--- src/tdfp_pkg.sv ---
// ----------------------------------------------------------------------------
// tdfp_pkg
// Shared types and constants of the tagged decimal field parser.
// ----------------------------------------------------------------------------
`default_nettype none

package tdfp_pkg;

    localparam int INT_W      = 15;
    localparam int FRAC_ACC_W = 10;
    localparam int VALUE_W    = 24;
    localparam int POSE_W     = 28;

    localparam logic [INT_W-1:0] INT_ACC_MAX = 15'd32767;

    typedef enum logic [2:0] {
        FID_BALL_ANGLE  = 3'd0,
        FID_BALL_DIST   = 3'd1,
        FID_GOAL_BLUE   = 3'd2,
        FID_GOAL_YELLOW = 3'd3,
        FID_DERIV       = 3'd4,
        FID_POSE_X      = 3'd5,
        FID_POSE_Y      = 3'd6
    } t_field_id;

    localparam logic [7:0] CH_B     = 8'h62;
    localparam logic [7:0] CH_A     = 8'h61;
    localparam logic [7:0] CH_C     = 8'h63;
    localparam logic [7:0] CH_D     = 8'h64;
    localparam logic [7:0] CH_F     = 8'h66;
    localparam logic [7:0] CH_X     = 8'h78;
    localparam logic [7:0] CH_Y     = 8'h79;
    localparam logic [7:0] CH_LF    = 8'h0A;
    localparam logic [7:0] CH_CR    = 8'h0D;
    localparam logic [7:0] CH_SP    = 8'h20;
    localparam logic [7:0] CH_HT    = 8'h09;
    localparam logic [7:0] CH_VT    = 8'h0B;
    localparam logic [7:0] CH_FF    = 8'h0C;
    localparam logic [7:0] CH_PLUS  = 8'h2B;
    localparam logic [7:0] CH_MINUS = 8'h2D;
    localparam logic [7:0] CH_POINT = 8'h2E;
    localparam logic [7:0] CH_0     = 8'h30;
    localparam logic [7:0] CH_9     = 8'h39;

    // Number captured when a tag letter closes a field
    typedef struct packed {
        t_field_id              id;
        logic                   have_ball;
        logic                   negative;
        logic [1:0]             digits;
        logic [INT_W-1:0]       int_part;
    } t_tag_info;

endpackage

`default_nettype wire

--- src/tdfp_char_parser.sv ---
// ----------------------------------------------------------------------------
// tdfp_char_parser
// Per-character number build and tag capture into the first pipeline stage.
// ----------------------------------------------------------------------------
`default_nettype none

module tdfp_char_parser #(
    parameter int FRAC_BITS   = 8,
    parameter int FRAC_DIGITS = 3
) (
    input  wire logic                                   i_clk,
    input  wire logic                                   i_rst_n,
    input  wire logic                                   i_valid,
    output logic                                        o_ready,
    input  wire logic [7:0]                             i_rx_byte,
    input  wire logic                                   i_have_ball,
    output logic                                        o_tag_valid,
    input  wire logic                                   i_tag_ready,
    output tdfp_pkg::t_tag_info                         o_tag,
    output logic [FRAC_BITS+tdfp_pkg::FRAC_ACC_W:0]     o_num
);
    import tdfp_pkg::*;

    localparam int NUM_W = FRAC_BITS + FRAC_ACC_W + 1;
    localparam logic [1:0] FRAC_CNT_MAX = 2'(FRAC_DIGITS);

    logic [INT_W-1:0]      r_int_acc, n_int_acc;
    logic [FRAC_ACC_W-1:0] r_frac_acc, n_frac_acc;
    logic [1:0]            r_frac_cnt, n_frac_cnt;
    logic                  r_negative, n_negative;
    logic                  r_seen_point, n_seen_point;
    logic                  r_stopped, n_stopped;
    logic                  r_any_seen, n_any_seen;

    logic                  r_tag_valid;
    t_tag_info             r_tag;
    logic [NUM_W-1:0]      r_num;

    logic                  accept;
    logic                  tag_hit;
    t_field_id             tag_id;
    logic                  is_eol;
    logic                  is_blank;
    logic                  is_sign;
    logic                  is_digit;
    logic [3:0]            digit;
    logic [INT_W+3:0]      int_x10;
    logic [FRAC_ACC_W-1:0] frac_x10;
    logic [NUM_W-1:0]      half;
    logic [NUM_W-1:0]      n_num;

    assign o_ready     = !r_tag_valid || i_tag_ready;
    assign accept      = i_valid && o_ready;
    assign o_tag_valid = r_tag_valid;
    assign o_tag       = r_tag;
    assign o_num       = r_num;

    always_comb begin
        tag_hit = 1'b1;
        tag_id  = FID_BALL_ANGLE;
        unique case (i_rx_byte)
            CH_B:    tag_id = FID_BALL_ANGLE;
            CH_A:    tag_id = FID_BALL_DIST;
            CH_C:    tag_id = FID_GOAL_BLUE;
            CH_D:    tag_id = FID_GOAL_YELLOW;
            CH_F:    tag_id = FID_DERIV;
            CH_X:    tag_id = FID_POSE_X;
            CH_Y:    tag_id = FID_POSE_Y;
            default: tag_hit = 1'b0;
        endcase
    end

    always_comb begin
        case (i_rx_byte) inside
            CH_LF, CH_CR: is_eol = 1'b1;
            default:      is_eol = 1'b0;
        endcase
        case (i_rx_byte) inside
            CH_SP, CH_HT, CH_VT, CH_FF: is_blank = 1'b1;
            default:                    is_blank = 1'b0;
        endcase
        case (i_rx_byte) inside
            CH_PLUS, CH_MINUS: is_sign = 1'b1;
            default:           is_sign = 1'b0;
        endcase
    end

    assign is_digit = (i_rx_byte >= CH_0) && (i_rx_byte <= CH_9);
    assign digit    = i_rx_byte[3:0];
    assign int_x10  = ({4'd0, r_int_acc} << 3) + ({4'd0, r_int_acc} << 1)
                      + {{INT_W{1'b0}}, digit};
    assign frac_x10 = (r_frac_acc << 3) + (r_frac_acc << 1)
                      + {{(FRAC_ACC_W-4){1'b0}}, digit};

    // rounding offset: half of 10^digits
    always_comb begin
        case (r_frac_cnt)
            2'd1:    half = NUM_W'(5);
            2'd2:    half = NUM_W'(50);
            2'd3:    half = NUM_W'(500);
            default: half = '0;
        endcase
    end

    assign n_num = {1'b0, r_frac_acc, {FRAC_BITS{1'b0}}} + half;

    always_comb begin
        n_int_acc    = r_int_acc;
        n_frac_acc   = r_frac_acc;
        n_frac_cnt   = r_frac_cnt;
        n_negative   = r_negative;
        n_seen_point = r_seen_point;
        n_stopped    = r_stopped;
        n_any_seen   = r_any_seen;
        if (accept) begin
            if (tag_hit || is_eol) begin
                n_int_acc    = '0;
                n_frac_acc   = '0;
                n_frac_cnt   = '0;
                n_negative   = 1'b0;
                n_seen_point = 1'b0;
                n_stopped    = 1'b0;
                n_any_seen   = 1'b0;
            end else if (!r_stopped) begin
                if (!r_any_seen && is_blank) begin
                    n_any_seen = 1'b0;
                end else if (!r_any_seen && is_sign) begin
                    n_any_seen = 1'b1;
                    n_negative = (i_rx_byte == CH_MINUS);
                end else if (is_digit) begin
                    n_any_seen = 1'b1;
                    if (r_seen_point) begin
                        if (r_frac_cnt < FRAC_CNT_MAX) begin
                            n_frac_acc = frac_x10;
                            n_frac_cnt = r_frac_cnt + 2'd1;
                        end
                    end else if (int_x10 > {4'd0, INT_ACC_MAX}) begin
                        n_int_acc = INT_ACC_MAX;
                    end else begin
                        n_int_acc = int_x10[INT_W-1:0];
                    end
                end else if ((i_rx_byte == CH_POINT) && !r_seen_point) begin
                    n_any_seen   = 1'b1;
                    n_seen_point = 1'b1;
                end else begin
                    n_stopped = 1'b1;
                end
            end
        end
    end

    always_ff @(posedge i_clk) begin
        if (!i_rst_n) begin
            r_int_acc    <= '0;
            r_frac_acc   <= '0;
            r_frac_cnt   <= '0;
            r_negative   <= 1'b0;
            r_seen_point <= 1'b0;
            r_stopped    <= 1'b0;
            r_any_seen   <= 1'b0;
            r_tag_valid  <= 1'b0;
        end else begin
            r_int_acc    <= n_int_acc;
            r_frac_acc   <= n_frac_acc;
            r_frac_cnt   <= n_frac_cnt;
            r_negative   <= n_negative;
            r_seen_point <= n_seen_point;
            r_stopped    <= n_stopped;
            r_any_seen   <= n_any_seen;
            if (accept && tag_hit) begin
                r_tag_valid <= 1'b1;
            end else if (i_tag_ready) begin
                r_tag_valid <= 1'b0;
            end
        end
    end

    always_ff @(posedge i_clk) begin
        if (accept && tag_hit) begin
            r_tag.id        <= tag_id;
            r_tag.have_ball <= i_have_ball;
            r_tag.negative  <= r_negative;
            r_tag.digits    <= r_frac_cnt;
            r_tag.int_part  <= r_int_acc;
            r_num           <= n_num;
        end
    end

    a_clear_on_end: assert property (@(posedge i_clk) disable iff (!i_rst_n)
        (accept && (tag_hit || is_eol)) |=>
        (r_int_acc == '0 && r_frac_cnt == '0 && !r_any_seen && !r_stopped))
        else $error("number not cleared after field end");

    a_stop_holds: assert property (@(posedge i_clk) disable iff (!i_rst_n)
        (r_stopped && !(accept && (tag_hit || is_eol))) |=> r_stopped)
        else $error("stopped number resumed");

    a_frac_count: assert property (@(posedge i_clk) disable iff (!i_rst_n)
        r_frac_cnt <= FRAC_CNT_MAX)
        else $error("fraction digit count beyond limit");

endmodule

`default_nettype wire

--- src/tdfp_value_unit.sv ---
// ----------------------------------------------------------------------------
// tdfp_value_unit
// Fraction scaling by reciprocal multiply, magnitude, sign, wrap, saturation.
// ----------------------------------------------------------------------------
`default_nettype none

module tdfp_value_unit #(
    parameter int FRAC_BITS = 8
) (
    input  wire logic                                   i_clk,
    input  wire logic                                   i_rst_n,
    input  wire logic                                   i_valid,
    output logic                                        o_ready,
    input  wire tdfp_pkg::t_tag_info                    i_tag,
    input  wire logic [FRAC_BITS+tdfp_pkg::FRAC_ACC_W:0] i_num,
    output logic                                        o_valid,
    input  wire logic                                   i_ready,
    output tdfp_pkg::t_field_id                         o_field_id,
    output logic signed [tdfp_pkg::VALUE_W-1:0]         o_value
);
    import tdfp_pkg::*;

    localparam int NUM_W  = FRAC_BITS + FRAC_ACC_W + 1;
    localparam int PROD_W = 2 * NUM_W + 1;
    localparam int QW     = FRAC_BITS + 1;
    localparam int MAG_W  = INT_W + FRAC_BITS + 1;
    localparam int EXT_W  = ((MAG_W > VALUE_W) ? MAG_W : VALUE_W) + 2;
    localparam int S10    = NUM_W + 4;
    localparam int S100   = NUM_W + 7;
    localparam int S1000  = NUM_W + 10;

    localparam logic [NUM_W:0] M10   = (NUM_W+1)'(((64'd1 << S10) + 64'd9) / 64'd10);
    localparam logic [NUM_W:0] M100  = (NUM_W+1)'(((64'd1 << S100) + 64'd99) / 64'd100);
    localparam logic [NUM_W:0] M1000 =
        (NUM_W+1)'(((64'd1 << S1000) + 64'd999) / 64'd1000);

    localparam logic signed [EXT_W-1:0] FIX_12  = EXT_W'(12 * (2 ** FRAC_BITS));
    localparam logic signed [EXT_W-1:0] FIX_180 = EXT_W'(180 * (2 ** FRAC_BITS));
    localparam logic signed [EXT_W-1:0] FIX_360 = EXT_W'(360 * (2 ** FRAC_BITS));
    localparam logic signed [EXT_W-1:0] VAL_MAX = EXT_W'(8388607);
    localparam logic signed [EXT_W-1:0] VAL_MIN = EXT_W'(-8388608);

    logic                         r_s2_valid;
    t_tag_info                    r_s2_tag;
    logic [PROD_W-1:0]            r_s2_prod;
    logic                         r_s3_valid;
    t_tag_info                    r_s3_tag;
    logic [MAG_W-1:0]             r_s3_mag;
    logic                         r_s4_valid;
    t_field_id                    r_s4_id;
    logic signed [VALUE_W-1:0]    r_s4_value;

    logic                         adv2, adv3, adv4;
    logic [NUM_W:0]               m_sel;
    logic [QW-1:0]                quot;
    logic [MAG_W-1:0]             n_mag;
    logic signed [EXT_W-1:0]      mag_ext, neg_val, wrap_val, pre_sat;
    logic signed [VALUE_W-1:0]    n_value;
    logic                         is_goal;

    assign adv4    = !r_s4_valid || i_ready;
    assign adv3    = !r_s3_valid || adv4;
    assign adv2    = !r_s2_valid || adv3;
    assign o_ready = adv2;
    assign o_valid = r_s4_valid;
    assign o_field_id = r_s4_id;
    assign o_value    = r_s4_value;

    always_comb begin
        case (i_tag.digits)
            2'd1:    m_sel = M10;
            2'd2:    m_sel = M100;
            2'd3:    m_sel = M1000;
            default: m_sel = '0;
        endcase
    end

    always_comb begin
        case (r_s2_tag.digits)
            2'd1:    quot = r_s2_prod[S10 +: QW];
            2'd2:    quot = r_s2_prod[S100 +: QW];
            2'd3:    quot = r_s2_prod[S1000 +: QW];
            default: quot = '0;
        endcase
    end

    assign n_mag = {1'b0, r_s2_tag.int_part, {FRAC_BITS{1'b0}}} + MAG_W'(quot);

    assign mag_ext  = signed'(EXT_W'(r_s3_mag));
    assign neg_val  = -mag_ext;
    assign wrap_val = mag_ext - FIX_360;
    assign is_goal  = (r_s3_tag.id == FID_GOAL_BLUE) || (r_s3_tag.id == FID_GOAL_YELLOW);

    always_comb begin
        if (r_s3_tag.have_ball && (r_s3_tag.id == FID_BALL_DIST)) begin
            pre_sat = FIX_12;
        end else if (r_s3_tag.negative) begin
            pre_sat = neg_val;
        end else if (is_goal && (mag_ext > FIX_180)) begin
            pre_sat = wrap_val;
        end else begin
            pre_sat = mag_ext;
        end
        if (pre_sat > VAL_MAX) begin
            n_value = VAL_MAX[VALUE_W-1:0];
        end else if (pre_sat < VAL_MIN) begin
            n_value = VAL_MIN[VALUE_W-1:0];
        end else begin
            n_value = pre_sat[VALUE_W-1:0];
        end
    end

    always_ff @(posedge i_clk) begin
        if (!i_rst_n) begin
            r_s2_valid <= 1'b0;
            r_s3_valid <= 1'b0;
            r_s4_valid <= 1'b0;
        end else begin
            if (adv2) begin
                r_s2_valid <= i_valid;
            end
            if (adv3) begin
                r_s3_valid <= r_s2_valid;
            end
            if (adv4) begin
                r_s4_valid <= r_s3_valid;
            end
        end
    end

    always_ff @(posedge i_clk) begin
        if (adv2) begin
            r_s2_tag  <= i_tag;
            r_s2_prod <= {{(NUM_W+1){1'b0}}, i_num} * {{NUM_W{1'b0}}, m_sel};
        end
        if (adv3) begin
            r_s3_tag <= r_s2_tag;
            r_s3_mag <= n_mag;
        end
        if (adv4) begin
            r_s4_id    <= r_s3_tag.id;
            r_s4_value <= n_value;
        end
    end

endmodule

`default_nettype wire

--- src/tdfp_pose_stage.sv ---
// ----------------------------------------------------------------------------
// tdfp_pose_stage
// Pose x memory, pose scaling by ten and the result register.
// ----------------------------------------------------------------------------
`default_nettype none

module tdfp_pose_stage #(
    parameter int FRAC_BITS = 8
) (
    input  wire logic                                   i_clk,
    input  wire logic                                   i_rst_n,
    input  wire logic                                   i_valid,
    output logic                                        o_ready,
    input  wire tdfp_pkg::t_field_id                    i_field_id,
    input  wire logic signed [tdfp_pkg::VALUE_W-1:0]    i_value,
    output logic                                        o_valid,
    input  wire logic                                   i_ready,
    output logic [2:0]                                  o_field_id,
    output logic signed [tdfp_pkg::VALUE_W-1:0]         o_field_value,
    output logic                                        o_pose_update,
    output logic signed [tdfp_pkg::POSE_W-1:0]          o_pose_x_scaled,
    output logic signed [tdfp_pkg::POSE_W-1:0]          o_pose_y_scaled
);
    import tdfp_pkg::*;

    localparam logic signed [VALUE_W-1:0] POSE_NONE = VALUE_W'(-5 * (2 ** FRAC_BITS));

    logic                       r_valid;
    t_field_id                  r_field_id;
    logic signed [VALUE_W-1:0]  r_value;
    logic                       r_update;
    logic signed [POSE_W-1:0]   r_px;
    logic signed [POSE_W-1:0]   r_py;
    logic signed [VALUE_W-1:0]  r_last_pose_x;

    logic                       load;
    logic                       upd;
    logic signed [POSE_W-1:0]   v_wide, last_wide, v_x10, last_x10;

    assign o_ready = !r_valid || i_ready;
    assign load    = i_valid && o_ready;

    assign v_wide    = POSE_W'(i_value);
    assign last_wide = POSE_W'(r_last_pose_x);
    assign v_x10     = (v_wide <<< 3) + (v_wide <<< 1);
    assign last_x10  = (last_wide <<< 3) + (last_wide <<< 1);
    assign upd       = (i_field_id == FID_POSE_Y) && (r_last_pose_x != POSE_NONE)
                       && (i_value != POSE_NONE);

    always_ff @(posedge i_clk) begin
        if (!i_rst_n) begin
            r_valid       <= 1'b0;
            r_last_pose_x <= POSE_NONE;
        end else begin
            if (o_ready) begin
                r_valid <= i_valid;
            end
            if (load && (i_field_id == FID_POSE_X)) begin
                r_last_pose_x <= i_value;
            end
        end
    end

    always_ff @(posedge i_clk) begin
        if (load) begin
            r_field_id <= i_field_id;
            r_value    <= i_value;
            r_update   <= upd;
            r_px       <= upd ? last_x10 : '0;
            r_py       <= upd ? v_x10 : '0;
        end
    end

    assign o_valid         = r_valid;
    assign o_field_id      = r_field_id;
    assign o_field_value   = r_value;
    assign o_pose_update   = r_update;
    assign o_pose_x_scaled = r_px;
    assign o_pose_y_scaled = r_py;

    a_update_on_y: assert property (@(posedge i_clk) disable iff (!i_rst_n)
        (r_valid && r_update) |-> (r_field_id == FID_POSE_Y))
        else $error("pose update on a field other than pose y");

    a_pose_x_kept: assert property (@(posedge i_clk) disable iff (!i_rst_n)
        (load && (i_field_id == FID_POSE_X)) |=> (r_last_pose_x == $past(i_value)))
        else $error("pose x not retained");

    a_scaled_idle: assert property (@(posedge i_clk) disable iff (!i_rst_n)
        (r_valid && !r_update) |-> (r_px == '0 && r_py == '0))
        else $error("scaled pose set without update");

endmodule

`default_nettype wire

--- src/tagged_decimal_field_parser_core.sv ---
// ----------------------------------------------------------------------------
// tagged_decimal_field_parser_core
// Serial decimal field parser with tag letters, pose scaling and saturation.
//
// Input channel: one ASCII character per beat (i_rx_byte) with i_have_ball,
// on i_valid / o_ready. Output channel: one result beat per tag letter
// (b a c d f x y) on o_valid / i_ready; all other characters only update the
// number being built and produce no beat.
// Throughput: one input beat per cycle, including tag letters, while o_ready is high.
// A tag result passes through the registered stages capture, fraction
// multiply, magnitude, sign/wrap/saturate and pose/result, in that order.
// The fraction multiply is the widest step: (FRAC_BITS+11) x (FRAC_BITS+12).
// Reset clears the number, empties the pipeline and sets the held pose x to
// the -5 sentinel. When the receiver stalls, results stay in the pipeline,
// bubbles close up, and o_ready drops once five results are held, whatever
// the next beat is; non-tag beats also wait while o_ready is low.
// ----------------------------------------------------------------------------
`default_nettype none

module tagged_decimal_field_parser_core #(
    parameter int FRAC_BITS   = 8,
    parameter int FRAC_DIGITS = 3
) (
    input  wire logic                                   i_clk,
    input  wire logic                                   i_rst_n,
    input  wire logic                                   i_valid,
    output logic                                        o_ready,
    input  wire logic [7:0]                             i_rx_byte,
    input  wire logic                                   i_have_ball,
    output logic                                        o_valid,
    input  wire logic                                   i_ready,
    output logic [2:0]                                  o_field_id,
    output logic signed [tdfp_pkg::VALUE_W-1:0]         o_field_value,
    output logic                                        o_pose_update,
    output logic signed [tdfp_pkg::POSE_W-1:0]          o_pose_x_scaled,
    output logic signed [tdfp_pkg::POSE_W-1:0]          o_pose_y_scaled
);
    import tdfp_pkg::*;

    localparam int NUM_W = FRAC_BITS + FRAC_ACC_W + 1;

    logic                      tag_valid, tag_ready;
    t_tag_info                 tag;
    logic [NUM_W-1:0]          num;
    logic                      val_valid, val_ready;
    t_field_id                 val_id;
    logic signed [VALUE_W-1:0] val_value;

    tdfp_char_parser #(
        .FRAC_BITS   (FRAC_BITS),
        .FRAC_DIGITS (FRAC_DIGITS)
    ) u_parser (
        .i_clk       (i_clk),
        .i_rst_n     (i_rst_n),
        .i_valid     (i_valid),
        .o_ready     (o_ready),
        .i_rx_byte   (i_rx_byte),
        .i_have_ball (i_have_ball),
        .o_tag_valid (tag_valid),
        .i_tag_ready (tag_ready),
        .o_tag       (tag),
        .o_num       (num)
    );

    tdfp_value_unit #(
        .FRAC_BITS (FRAC_BITS)
    ) u_value (
        .i_clk      (i_clk),
        .i_rst_n    (i_rst_n),
        .i_valid    (tag_valid),
        .o_ready    (tag_ready),
        .i_tag      (tag),
        .i_num      (num),
        .o_valid    (val_valid),
        .i_ready    (val_ready),
        .o_field_id (val_id),
        .o_value    (val_value)
    );

    tdfp_pose_stage #(
        .FRAC_BITS (FRAC_BITS)
    ) u_pose (
        .i_clk           (i_clk),
        .i_rst_n         (i_rst_n),
        .i_valid         (val_valid),
        .o_ready         (val_ready),
        .i_field_id      (val_id),
        .i_value         (val_value),
        .o_valid         (o_valid),
        .i_ready         (i_ready),
        .o_field_id      (o_field_id),
        .o_field_value   (o_field_value),
        .o_pose_update   (o_pose_update),
        .o_pose_x_scaled (o_pose_x_scaled),
        .o_pose_y_scaled (o_pose_y_scaled)
    );

endmodule

`default_nettype wire
--- config.mk ---
export PLATFORM = sky130hd
export DESIGN_NAME = tagged_decimal_field_parser_core
export DESIGN_NICKNAME = d
export VERILOG_FILES = /design/src/tdfp_pkg.sv /design/src/tdfp_char_parser.sv /design/src/tdfp_value_unit.sv /design/src/tdfp_pose_stage.sv /design/src/tagged_decimal_field_parser_core.sv
export SDC_FILE = /design/constraint.sdc
export NUM_CORES = 1
export LEC_CHECK = 0
export BUFFER_PORTS_ARGS = -buffer_cell sky130_fd_sc_hd__buf_2
export CAP_MARGIN = 20
export CORE_MARGIN = 2
export CORE_UTILIZATION = 30
export DETAILED_ROUTE_END_ITERATION = 6
export PLACE_DENSITY = 0.43
export RECOVER_POWER = 25
export SLEW_MARGIN = 5
export SYNTH_ARGS = -nofsm -noshare
export SYNTH_HDL_FRONTEND = slang
export SYNTH_HIERARCHICAL = 1
export SYNTH_SLANG_ARGS = --single-unit
--- constraint.sdc ---
create_clock -name i_clk -period 19.7 [get_ports i_clk]
set_input_delay 3.94 -clock i_clk [delete_from_list [all_inputs] [get_ports i_clk]]
set_output_delay 3.94 -clock i_clk [all_outputs]
set_load 0.05 [all_outputs]
==> qor.yml, run 1 <==
status: "finished with violations"
violations: "max-capacitance violations, max-slew violations"
tns_ns: 0
synthCells: 2490
hold_class: "register to register"
start_kind: "primary input"
io_pins: 99
fin_nets: 3109
rsz0062_at_grt: "no"
crit_fanout: 39
worst_skew_pair.late_latency_ns: 0.56
clk_pin_slew_worst_paths_ns: 0.06
die-height_um: 293.9
ys_seq_elements: 273
synth_cell_types: 86
postCtsSetupBuffers: 0
clock-sinks: 273
finClkSkew_ns: 0.01490
cts-resized-gates: 0
multiInputGateArea_um2: 15520
cp-end-kind: "primary output"
syn2layout_area_growth_pct: 10.30
numCtsBuffers: 31
p_int_mw: 1.171
initial_core_util_pct: 30.23
port_buffers: 96
grt_pass1_vias: 18342
worstMarginPinSlew_ns: 2.580
p_leak_nw: 12.83
drtAntennaViolNets: 0
slew-limit-headroom_pct: -71.98
antenna_found_initial: 0
hpwl_mm: 51.19
h-tree-depth: 1
switching_share_pct: 30.65
cp-startpoint: "i_ready"
gr-usage-all-layers_pct: 14.79
cp_slowest_cell: "nor2b_1"
fmax_mhz: 105.3
ir_drop_mv: 0.06459
r2r_end: "u_value/r_s2_prod[37]"
syn_avg_cell_area_um2: 10.13
cts-root-buf: "clkbuf_16"
grt_max_degree: 83
synth-main-ff-cell: "edfxtp_1"
powerDensity_nw_per_um2: 60.69
gp_congestion: 0.8501
die_area_um2: 86390
crit_type: "primary input to primary output"
cp_num_cells: 7
r2r_start: "u_parser/o_tag[15]"
cp.arrival_ns: 5.56
post-route-drc-count: 0
cap_violations: 2
finalMaxSlewViolations: 41
final_area_um2: 27810
core-area_um2: 83420
vias_per_cell: 4.690
cp.required_ns: 15.76
first_pass_iters: 5
hold_viol: 0
yosysSeqAreaShare_pct: 30.13
critPathTopFamily: "simple AND/OR/NAND/NOR gates"
r2r_cells: 24
seq_power_share_pct: 42.5
cp_num_buf_inv: 3
async_reset_ff_share_pct: 0
drive_gt1_share_pct: 7.680
wl_per_cell_um: 17.02
num_vias: 17220
setup_ws_ns: 10.20
fin_crit_sh_pct: 48.23
dp_slack_ns: 10.19
timing.final.crit_period_ns: 9.500
cp_cell_sequence: "buf_2 > nand2b_1 > nor2b_1 > nand3_2 > buf_4 > nand2b_1 > buf_2"
die_x_um: 293.9
yosysWarnings: 6
ctsLongestPathBuffers: 3
overflow: 0
rows: 106
postPlaceCellArea_um2: 26790
hold_buffers: 0
synth_edf_count: 213
p_switching_mw: 0.5173
syn_area_um2: 25220
setup_violations: 0
p_comb_share_pct: 24.0
fillers: 8479
drt_iter0_markers: 875
tritoncts: "yes"
seq_area_um2: 7597
ff2ff_setup_slack_ns: 10.42
crit_end: "o_ready"
max_stage_delay_ns: 0.35
drt-total-wl_mm: 62.48
clkPwrFrac_pct: 33.4
grt_pass1_wl_mm: 102.1
==> cells in the final DEF (no fill, tap or decap), types with 33 or more instances in the layout <==
master     Yosys  routed
xor2_1        44      44
nor2_1        95      94
nand3_1       51      50
nand2_1      240     240
a21o_1        49      49
fa_1         265     265
edfxtp_1     213     213
o21ai_0       87      87
ha_1         264     264
a21oi_1       99      99
nor3_1        35      34
buf_2         10      96
and2_1        68      68
inv_1        463     462
clkbuf_16      0      33
dfxtp_1       60      60
xnor2_1       69      69
==> cell type report <==
class,instances,area share [%]
Clock buffer,46,3.324
Sequential cell,273,27.31
Clock inverter,11,0.3059
Multi-Input combinational cell,1690,55.81
Inverter,464,6.266
Antenna cell,1,0.008997
Timing Repair Buffer,107,2.110
Tap cell,1080,4.858
==> how the worst min path moves through the flow <==
stage | slack (ns) | end | cells after the start | start
after floorplan | 0.40 | u_parser/o_tag[17] | 0 | u_parser/r_negative
after global placement | 0.41 | u_value/r_s2_tag[10] | 0 | u_parser/o_tag[10]
after detailed placement | 0.41 | u_value/r_s2_tag[10] | 0 | u_parser/o_tag[10]
after CTS | 0.42 | u_value/r_s2_tag[7] | 0 | u_parser/o_tag[7]
after global routing | 0.43 | u_value/r_s2_tag[7] | 0 | u_parser/o_tag[7]
final | 0.42 | u_value/r_s2_tag[7] | 0 | u_parser/o_tag[7]
==> cell families after synthesis <==
group | after synthesis | synth area share [%]
adder cells (fa/ha/maj) | 529 | 34.14
multiplexers | 11 | 0.4565
other | 2 | 0.02978
buffers and inverters | 528 | 8.296
AO/OA/AOI/OAI | 394 | 10.35
XOR/XNOR | 113 | 3.925
flip-flops | 273 | 30.13
AND/OR/NAND/NOR | 640 | 12.68
==> cell usage after synthesis, drive strengths merged (4+ instances only) <==
cell type	number	area (um2)
nor3b	8	65.06
nor4	14	108.9
o31ai	9	67.56
edfxtp	213	6396
a21boi	19	142.6
and4	5	43.79
fa	265	5305
a21o	49	367.9
a211o	4	35.03
or3	12	75.07
a2111oi	6	71.32
and2	68	425.4
o21bai	13	97.59
and3	15	93.84
or4	6	52.55
nand2	240	900.9
or2	11	71.32
mux2i	7	70.07
nor2	96	362.8
o21ai	96	488.0
ha	264	3303
clkbuf	38	142.6
nor2b	32	200.2
nand4	17	106.4
a21oi	101	513.0
o211ai	9	72.57
inv	464	1742
nand3	52	265.3
mux2	4	45.04
nand2b	14	87.58
buf	26	207.7
xnor2	69	604.3
o21a	18	135.1
xor2	44	385.4
a211oi	15	122.6
a31oi	19	162.6
a22oi	5	37.54
dfxtp	60	1201
a221oi	4	41.29
nor3	37	207.7
==> state kept, by name (all words and copies together), names as in the netlist, 22 cells and up <==
register and flops:
u_value/o_value 24, u_value/r_s3_mag 24, u_pose/o_pose_y_scaled 27, u_pose/o_pose_x_scaled 27
u_parser/o_tag 22, u_pose/o_field_value 24, u_pose/r_last_pose_x 24, u_value/r_s2_tag 22
==> power by group through the flow <==
stage | Sequential [mW] | Combinational (mW) | Clock (mW)
after floorplan | 0.702 | 0.309 | 0
after global placement | 0.731 | 0.403 | 0
after detailed placement | 0.731 | 0.407 | 0
after CTS | 0.719 | 0.411 | 0.583
after global routing | 0.723 | 0.466 | 0.607
final | 0.718 | 0.406 | 0.564
==> layer usage <==
layer	track usage (%)	part of all wire (%)
met4	3.024	2.2
met2	24.09	46
met1	21.22	49
met5	0	0
met3	1.594	3.3
==> stage by stage <==
step,hold WS (ns),util [%],std cells,total power [mW]
after global routing,0.4308,33.34,3671,1.796
after global placement,0.4059,32.11,3612,1.133
after CTS,0.4180,33.32,3669,1.713
after detailed placement,0.4054,32.11,3612,1.138
final,0.4180,33.34,3672,1.688
after floorplan,0.4001,-,2491,1.012
Note: power is estimated with default switching activity, not from simulation.
==> run 2, diff against run 1 <==
==> constraint.sdc (replaced) <==
create_clock -name i_clk -period 9.6 [get_ports i_clk]
set_input_delay 1.92 -clock i_clk [delete_from_list [all_inputs] [get_ports i_clk]]
set_output_delay 1.92 -clock i_clk [all_outputs]
set_load 0.05 [all_outputs]
==> qor.yml, run 2 (synthesis results as in run 1) <==
fin_nets: 3105  # -0.13%
wl_per_cell_um: 17.51  # +2.9%
drt_iter0_markers: 970  # +11%
multiInputGateArea_um2: 15550  # +0.16%
crit_type: "register to register"
grt_pass1_wl_mm: 102.9  # +0.79%
ctsLongestPathBuffers: 3  # unchanged
hold_buffers: 0  # unchanged
antenna_found_initial: 2  # +2
port_buffers: 96  # unchanged
clk_pin_slew_worst_paths_ns: 0.06  # about the same
p_switching_mw: 1.063  # +110%
io_pins: 99  # unchanged
cp.required_ns: 9.89  # -5.87 ns
finalMaxSlewViolations: 130  # +220%
die-height_um: 293.9  # unchanged
timing.final.crit_period_ns: 8.900
crit_fanout: 23  # -41%
fmax_mhz: 112.4
hpwl_mm: 53.16  # +3.8%
seq_power_share_pct: 43.0  # +0.5 points
finClkSkew_ns: 0.04321  # +0.02831 ns
initial_core_util_pct: 30.23  # unchanged
grt_max_degree: 60  # -28%
postCtsSetupBuffers: 0  # unchanged
slew-limit-headroom_pct: -84.90  # -13 points
tritoncts: "yes"
die_x_um: 293.9  # unchanged
syn2layout_area_growth_pct: 9.998
core-area_um2: 83420  # unchanged
drtAntennaViolNets: 0  # unchanged
clock-sinks: 273  # unchanged
setup_violations: 0  # unchanged
post-route-drc-count: 0  # unchanged
fin_crit_sh_pct: 92.71
rsz0062_at_grt: "no"
gp_congestion: 0.9150  # +7.6%
drive_gt1_share_pct: 7.419  # -0.26 points
h-tree-depth: 1  # unchanged
vias_per_cell: 4.721  # +0.66%
p_comb_share_pct: 24.0  # about the same
layout_common_cells: "462 x inv_1, 265 x fa_1, 264 x ha_1"
cp-end-kind: "register"
place_inst: 3609  # -0.083%
fillers: 8498  # +0.22%
fin_util_pct: 33.25  # -0.091 points
p_int_mw: 2.365  # +100%
clkPwrFrac_pct: 32.9  # -0.5 points
violations: "max-capacitance violations, max-slew violations"
cap_violations: 4  # +2
first_pass_iters: 5  # unchanged
cp.arrival_ns: 9.19  # +3.63 ns
drt-total-wl_mm: 64.22  # +2.8%
grt_pass1_vias: 18120  # -1.2%
gr-usage-all-layers_pct: 15.02  # +0.23 points
final_common_cell: "inv_1"
worstMarginPinSlew_ns: 2.774  # +0.1938 ns
powerDensity_nw_per_um2: 123.6  # +100%
insertedDiodeCount: 0  # -1
hold_viol: 0  # unchanged
rows: 106  # unchanged
overflow: 0  # unchanged
die_area_um2: 86390  # unchanged
worst_skew_pair.late_latency_ns: 0.58  # +0.02 ns
p_leak_nw: 12.78  # -0.43%
switching_share_pct: 31.01  # +0.36 points
status: "finished with violations"
cts-root-buf: "clkbuf_16"
cts-resized-gates: 0  # unchanged
hold_class: "register to register"
numCtsBuffers: 31  # unchanged
ir_drop_mv: 0.1520  # +140%
start_kind: "register"
num_vias: 17315  # +0.55%
tns_ns: 0  # unchanged
seq_area_um2: 7597  # unchanged
fin_cells: 3668  # -0.11%
whs_ns: 0.4163  # -0.001700 ns
[run 2: path summary, 6_finish.rpt]
| check | start | endpoint | slack, ns | cells after the start |
|---|---|---|---|---|
| hold reg to reg | u_value/r_s2_tag[21] | u_value/r_s3_tag[21] | 0.42 | 0 |
| hold / removal | u_value/r_s2_tag[21] | u_value/r_s3_tag[21] | 0.42 | 0 |
| setup reg to reg | u_parser/o_tag[15] | u_value/r_s2_prod[37] | 0.70 | 22 |
| setup / recovery | u_parser/o_tag[15] | u_value/r_s2_prod[37] | 0.70 | 22 |
[run 2: worst max-delay path, cell delays in order, from the launching register on]
cell	delay (ns)
edfxtp_1	0.81
ha_1	0.72
or2_2	0.56
nand2_1	0.29
fa_1	0.56
fa_1	0.51
inv_1	0.06
fa_1	0.53
fa_1	0.54
fa_1	0.55
inv_1	0.05
fa_1	0.53
inv_1	0.05
ha_1	0.32
a21o_1	0.18
a2111oi_0	0.45
o311ai_1	0.26
a21oi_1	0.61
o21ai_0	0.27
a211oi_2	0.33
a21oi_1	0.15
a21oi_1	0.20
xnor2_1	0.08
[run 2: power by group through the flow]
stage          Sequential, mW  Clock [mW]  Combinational [mW]
3_3_place_gp             1.50           0               0.819
6_report                 1.48        1.13               0.824
2_1_floorplan            1.44           0               0.634
4_1_cts                  1.48        1.17               0.831
5_1_grt                  1.48        1.22               0.945
3_5_place_dp             1.50           0               0.826
[run 2: routing by layer]
| layer | up-vias | wire, um | GRT usage [%] |
|---|---|---|---|
| met1 | 8481 | 30750 | 21.42 |
| met5 | - | 0 | 0 |
| met3 | 55 | 2973 | 2.175 |
| met2 | 352 | 29530 | 24.55 |
| li1 | 8427 | - | - |
| met4 | 0 | 970 | 2.290 |
[run 2: area by class of cell]
class | count | share of cell area, %
multi-input cells | 1690 | 56.06
flip-flops and latches | 273 | 27.39
clock inverters | 14 | 0.3879
clock buffers | 44 | 3.117
inverters | 464 | 6.284
repair buffers | 103 | 1.895
well taps | 1080 | 4.872
[run 2: through the flow]
step           setup WS [ns]  total power, mW  cell area [um2]
2_1_floorplan          2.476            2.076            25220
3_3_place_gp          0.9689            2.320            26770
3_5_place_dp          0.6084            2.326            26770
4_1_cts               0.5716            3.479            27740
5_1_grt              0.06797            3.652            27740
6_report              0.7001            3.428            27740
